File: src/rtl/core/mts_pkg.sv
// mts_pkg: shared types and constants for the min tracking stack
// operation and status codes, controller states, control/status structs
// no dependencies
`timescale 1ns / 1ps

package mts_pkg;

   localparam int DEPTH_DEFAULT       = 256;
   localparam int VALUE_WIDTH_DEFAULT = 32;

   // operation codes carried in the request mode field
   typedef enum logic [1:0] {
      MODE_PUSH  = 2'd0,
      MODE_POP   = 2'd1,
      MODE_CLEAR = 2'd2,
      MODE_QUERY = 2'd3
   } mode_type;

   // status codes returned with each response
   typedef enum logic [1:0] {
      STATUS_OK    = 2'd0,
      STATUS_EMPTY = 2'd1,
      STATUS_FULL  = 2'd2
   } status_type;

   // controller states
   typedef enum logic [1:0] {
      ST_IDLE,
      ST_EXEC,
      ST_FETCH,
      ST_RESP
   } state_type;

   // commands from controller to datapath
   typedef struct packed {
      logic load_cmd;
      logic execute;
      logic load_top;
   } ctrl_cmd_type;

   // status from datapath to controller
   typedef struct packed {
      logic need_fetch;
   } dp_status_type;

endpackage

File: src/rtl/core/mts_ctrl.sv
// mts_ctrl: controller state machine of the min tracking stack
// sequences command capture, execution, top refetch and response
// depends on mts_pkg
`timescale 1ns / 1ps

module mts_ctrl (
   input  logic                  clock,
   input  logic                  reset,
   input  logic                  req_valid,
   output logic                  req_ready,
   output logic                  rsp_valid,
   input  logic                  rsp_ready,
   output mts_pkg::ctrl_cmd_type cmd,
   input  mts_pkg::dp_status_type dp_status
);
   import mts_pkg::*;

   state_type state_ff;
   state_type state_in;
   logic      req_accept;

   // a new transaction may enter while the previous response leaves
   assign req_ready  = (state_ff == ST_IDLE) || ((state_ff == ST_RESP) && rsp_ready);
   assign req_accept = req_valid && req_ready;

   // next state
   always_comb begin
      state_in = state_ff;
      unique case (state_ff)
         ST_IDLE: begin
            if (req_accept) state_in = ST_EXEC;
         end
         ST_EXEC: begin
            state_in = dp_status.need_fetch ? ST_FETCH : ST_RESP;
         end
         ST_FETCH: begin
            state_in = ST_RESP;
         end
         ST_RESP: begin
            if (req_accept) state_in = ST_EXEC;
            else if (rsp_ready) state_in = ST_IDLE;
         end
         default: begin
            state_in = ST_IDLE;
         end
      endcase
   end

   // outputs
   always_comb begin
      cmd.load_cmd = req_accept;
      cmd.execute  = 1'b0;
      cmd.load_top = 1'b0;
      rsp_valid    = 1'b0;
      unique case (state_ff)
         ST_IDLE:  begin end
         ST_EXEC:  begin
            cmd.execute = 1'b1;
         end
         ST_FETCH: begin
            cmd.load_top = 1'b1;
         end
         ST_RESP:  begin
            rsp_valid = 1'b1;
         end
         default:  begin end
      endcase
   end

   // state register
   always_ff @(posedge clock) begin
      if (reset) begin
         state_ff <= ST_IDLE;
      end else begin
         state_ff <= state_in;
      end
   end

endmodule

File: config.mk
export PLATFORM = sky130hd
export DESIGN_NAME = mts_ctrl
export DESIGN_NICKNAME = d
export VERILOG_FILES = /design/src/rtl/core/mts_pkg.sv /design/src/rtl/core/mts_ctrl.sv
export SDC_FILE = /design/constraint.sdc
export NUM_CORES = 1
export LEC_CHECK = 0
export ABC_AREA = 1
export BUFFER_PORTS_ARGS = -buffer_cell sky130_fd_sc_hd__buf_4
export CORE_AREA = 2 2 39 41
export DETAILED_ROUTE_END_ITERATION = 10
export DIE_AREA = 0 0 41 43
export GPL_TIMING_DRIVEN = 0
export PLACE_DENSITY_LB_ADDON = 0.2
export SLEW_MARGIN = 40
export SYNTH_ARGS = -nofsm -noshare
export SYNTH_HDL_FRONTEND = slang
export SYNTH_SLANG_ARGS = --single-unit
File: constraint.sdc
create_clock -name clock -period 1.6 [get_ports clock]
set_input_delay 0.24 -clock clock [delete_from_list [all_inputs] [get_ports clock]]
set_output_delay 0.24 -clock clock [all_outputs]
set_load 0.01 [all_outputs]
==> results of run 1 <==
==> routing by layer <==
layer  vias to the layer above  track usage  part of all wire
met5                         -            0                 0
met4                         0       0.0600                 0
met3                         0       0.0314             0.084
met2                         6       0.0719              0.46
met1                        88       0.0671              0.45
li1                        119            -                 -
==> layout make-up <==
class | instances | area share
buffer | 1 | 0.0216
clock buffer | 3 | 0.0647
tap | 16 | 0.0576
timing repair buffer | 10 | 0.216
multi-input combinational | 21 | 0.442
inverter | 7 | 0.0755
sequential | 2 | 0.122
==> critical path, delay by kind of cell (launching register included) <==
family,cells,cell delay [ns]
adder cells (fa/ha/maj),1,0.20
buffers and inverters,5,0.39
flip-flops,1,0.34
AND/OR/NAND/NOR,2,0.14
==> power by group <==
group	total, W	switching (W)	internal, W
Sequential	0.000108	0.0000266	0.0000813
Combinational	0.000468	0.000237	0.000231
Clock	0.000110	0.0000275	0.0000827
Total	0.000686	0.000291	0.000395
==> through the flow <==
stage | instances | instance area [um2] | power, W | worst slack, ns
floorplan | 31 | 228 | 0.000415 | 0.359
global placement | 56 | 315 | 0.000558 | 0.197
detailed placement | 56 | 315 | 0.000556 | 0.201
CTS | 59 | 340 | 0.000683 | 0.0147
global route | 60 | 348 | 0.000757 | 0.00497
finish | 60 | 348 | 0.000686 | 0.0745
==> repair_timing <==
action | in CTS | in global routing
setup endpoints to repair | 1 | 1
setup buffers | 0 | 1
pin swaps | 0 | 1
resized for setup | 3 | 1
==> worst min path at each step <==
stage	startpoint	slack, ns	end	cells after the start
2_1_floorplan	reset	0.30	state_ff[1]	1
3_3_place_gp	reset	0.41	state_ff[1]	2
3_5_place_dp	reset	0.41	state_ff[1]	2
4_1_cts	reset	0.16	state_ff[1]	2
5_1_grt	reset	0.16	state_ff[1]	2
6_report	reset	0.17	state_ff[1]	2
==> cells by family after synthesis <==
| family | count (synthesis) | share of synthesized area |
|---|---|---|
| AND/OR/NAND/NOR | 13 | 0.280 |
| AO/OA/AOI/OAI | 3 | 0.121 |
| flip-flops | 2 | 0.176 |
| adder cells (fa/ha/maj) | 5 | 0.275 |
| buffers and inverters | 8 | 0.148 |
==> cell usage in the layout (no fill, tap or decap), types with 2 or more instances in the layout <==
cell type  netlist  layout
inv_2            0       2
nand3_1          2       2
nand2_1          4       4
clkbuf_4         0       3
dfxtp_2          0       2
ha_1             5       5
buf_4            1      11
nand2_2          2       2
nor2_1           4       4
inv_1            7       5
==> impl_results.md, run 1 <==
* ANT nets after route at 0
* Worst Max-Slew Pin Slew at 0.175 ns
* Core Util, Final at 0.251
* Relative slew slack at 0.883
* Yosys reg bits at 2
* Most frequent cell after synthesis: inv_1
* Layout net count at 56
* Slowest CP cell: dfxtp_2
* Clock slew at reported path FFs at 0.03 ns
* Tmin final at 1.53 ns
* Starting DRT DRC Count at 6
* IO Count at 10
* Crit. Startpoint: state_ff[0]
* Area share of the largest cell type after synthesis at 0.275
* Hold WC Path Type: in -> reg
* Synthesized area at 228 um2
* Worst-Skew Late Latency at 0.22 ns
* Routed vias/inst at 3.55
* DRC viols at 0
* Syn. warnings at 0
* Clock skew at 0.000683 ns
* R2R depth at 9
* Diode count at 0
* Worst setup endpoint: cmd[2]
* Tot GR Track Use at 0.0591
* Most instantiated cells after synthesis: inv_1 (7), ha_1 (5), nand2_1 (4), nor2_1 (4)
* Syn nets at 41
* P_leak at 0.190 nW
* FILL cells at 167
* Largest net degree at the start of global routing at 6
* Synth Instances at 31
* CP peak stage delay at 0.34 ns
* Die height at 43 um
* Die area at 1760 um2
* Critical Path End Type: output port
* Synth top area cells: ha_1 (27%), dfxtp_1 (18%), inv_1 (12%)
* Crit path max fanout at 4
* Fin Hold WS at 0.171 ns
* Area of the multi-input gates at 154 um2
* Vias after detailed routing at 213
* Synth cell types at 12
* Worst Path Required at 1.36 ns
* Synth-to-Final Area Change at 52.7%
* Hpwl dp at 338 um
* Wire per inst at 6.73 um
* CP Class: reg -> out
* GPL Wtd Cong at 0.662
* VDD IR max at 0.000615 V
* Die width at 41 um
* First-pass GRT wire length at 655 um
* Vias in the first global route at 175
* H-tree Lvls at 1
* Total Neg Setup Slack at 0 ns
* Worst r2r src: state_ff[1]
* Post-synth top area cell: ha_1
* CTS Buffer Depth at 2
* Clk sinks at 2
* # setup viols final at 0
* Top flop regs: state_ff x2
* Avg Synthesized Cell Area at 7.35 um2
* Gr ovfl total at 0
* Register area at 42.5 um2
* Outcome: finished clean
* Tcrit/Tclk final at 0.953
* # rows at 14
* I/O Buffers at 9
* Max reg flops at 2
* WP data arrival at 1.29 ns
* Top_reg_cell synth: dfxtp_1
* Hold buffer count at CTS at 0
* Initial core utilization at 0.165
* Final Hold Viols at 0
* Synth async-reset ratio at 0
* DRT Pass-1 Iters at 2
* Post-synth EDFFs at 0
* CP startpoint kind: register
* Pins over their slew limit at 0
* RSZ-0062 raised after global routing: no
* Pwr per Cell Area at 1970 nW/um2
* Reg2reg end: state_ff[0]
* Peak Freq at 656 MHz
* MaxCap Viol Count at 0
* Largest Register: state_ff
* Register area share after synthesis at 0.176
* Initial antenna violation count at 0
* R2R setup slack at 0.35 ns
* WL final at 404 um
* Core area at 1380 um2
* CTS tree: yes
* Critical Path, Cell by Cell: inv_2 > ha_1 > inv_1 > nand2_2 > nand2_4 > inv_1 > buf_4 > buf_4
* Root Buffer: clkbuf_4
* CTS Buf Count at 3
* Share of post-route cells with drive strength above 1 at 0.523
(Power assumes the default switching activity.)
==> run 2: changes to the inputs <==
PLACE_DENSITY = 0.45   (was unset)
PLACE_DENSITY_LB_ADDON = unset   (was 0.2)
==> run 2 against run 1 <==
Compared with the run above:
- setup slack improved by 0.0063 ns
- non-clock buffer count unchanged
- worst hold slack better by 0.0091 ns
- clock power about the same
- largest power group unchanged
- utilization rose by 0.18 points
==> impl_results.md, run 2 (synthesis gave the netlist of run 1 again) <==
* Outcome: finished clean
* CTS tree: yes
* Hold buffer count at CTS at 0
* # setup viols final at 0
* Most common cell after layout, fill and taps aside: buf_4
* WL final at 428 um
* Worst Path Required at 1.36 ns
* Crit path max fanout at 4
* RSZ-0062 raised after global routing: no
* Design Area, Final at 350 um2
* Die area at 1760 um2
* Vias in the first global route at 183
* CTS Buffer Depth at 2
* Crit. Startpoint: state_ff[1]
* DRC viols at 0
* Layout net count at 56
* WP data arrival at 1.28 ns
* Largest net degree at the start of global routing at 6
* Tcrit/Tclk final at 0.949
* Tot GR Track Use at 0.0581
* Vias after detailed routing at 206
* CP startpoint kind: register
* Synth-to-Final Area Change at 53.8%
* Starting DRT DRC Count at 2
* Relative slew slack at 0.886
* Placed inst area at 315 um2
* First-pass GRT wire length at 634 um
* Worst hold start: reset
* Critical Path End Type: output port
* Top flop regs: state_ff x2
* Core Util, Final at 0.253
* Peak Freq at 658 MHz
* Core area at 1380 um2
* ANT nets after route at 0
* Worst hold path stage count at 2
* Initial antenna violation count at 0
* GPL Wtd Cong at 0.677
* # rows at 14
* Die width at 41 um
* Worst Max-Slew Pin Slew at 0.171 ns
* Pwr per Cell Area at 1960 nW/um2
* Fin Hold WS at 0.180 ns
* Final Hold Viols at 0
* IO Count at 10
* VDD IR max at 0.000434 V
* Hold WC Path Type: in -> reg
* Worst-Skew Late Latency at 0.22 ns
* MaxCap Viol Count at 0
* Initial core utilization at 0.165
* CP Class: reg -> out
* Clock skew at 0.00487 ns
* CTS Buf Count at 3
* Clock slew at reported path FFs at 0.03 ns
* Largest Register: state_ff
* Max reg flops at 2
* Gr ovfl total at 0
* H-tree Lvls at 1
* Tmin final at 1.52 ns
* Power Total at 0.000686 W
* Most frequent cells in the layout: buf_4 (11), inv_1 (6), nand2_1 (4), nor2_1 (4), ha_1 (4)
* Worst r2r src: state_ff[1]
* Die height at 43 um
* R2R depth at 10
* P_leak at 0.189 nW
* Diode count at 0
* Wire per inst at 7.13 um
* Clk sinks at 2
* Share of post-route cells with drive strength above 1 at 0.523
* Pins over their slew limit at 0
* DRT Pass-1 Iters at 2
* Hpwl dp at 329 um
* Root Buffer: clkbuf_4
* I/O Buffers at 9
* Total Neg Setup Slack at 0 ns
* Routed vias/inst at 3.43
run 2: power by group:
part	internal (W)	total [W]	switching, W	leakage (nW)
clock network	0.0000827	0.000111	0.0000279	0.0138
logic	0.000233	0.000469	0.000236	0.158
registers	0.0000813	0.000107	0.0000252	0.0172
run 2: area by class of cell:
class                      instances  area [um2]
buffer                             1        7.51
tap                               16        20.0
fill                             159        1030
multi-input combinational         21         156
timing repair buffer              10        75.1
sequential                         2        42.5
clock buffer                       3        22.5
inverter                           7        26.3
run 2: critical path: stages (launching register included):
cell and delay [ns]:
dfxtp_2 0.34, inv_1 0.08, ha_2 0.17, inv_1 0.06, nand2_2 0.07, nand2_4 0.07
inv_1 0.03, buf_4 0.11, buf_4 0.13
run 2: worst paths after layout:
kind,endpoint,slack [ns]
worst max-delay path,cmd[2],0.08
worst min-delay path,state_ff[1],0.18
worst max register to register,state_ff[0],0.32
worst min register to register,state_ff[1],0.52
run 2: routing by layer:
metal	routed length, um	global-route usage	vias to the layer above
li1	-	-	120
met4	0	0.0600	0
met1	201	0.0671	80
met5	0	0	-
met2	189	0.0688	6
met3	38	0.0314	0
run 2: through the flow:
step                      instances  worst slack, ns
after floorplan                  31            0.359
after global placement           56            0.206
after detailed placement         56            0.196
after CTS                        59           0.0202
after global routing             60          0.00980
final                            60           0.0809
run 2: repair_timing:
| action | 4_1_cts | 5_1_grt |
|---|---|---|
| pin swaps | 0 | 1 |
| buffers inserted | 0 | 1 |
| endpoints found under the setup margin | 1 | 1 |
| gates resized for setup | 3 | 1 |
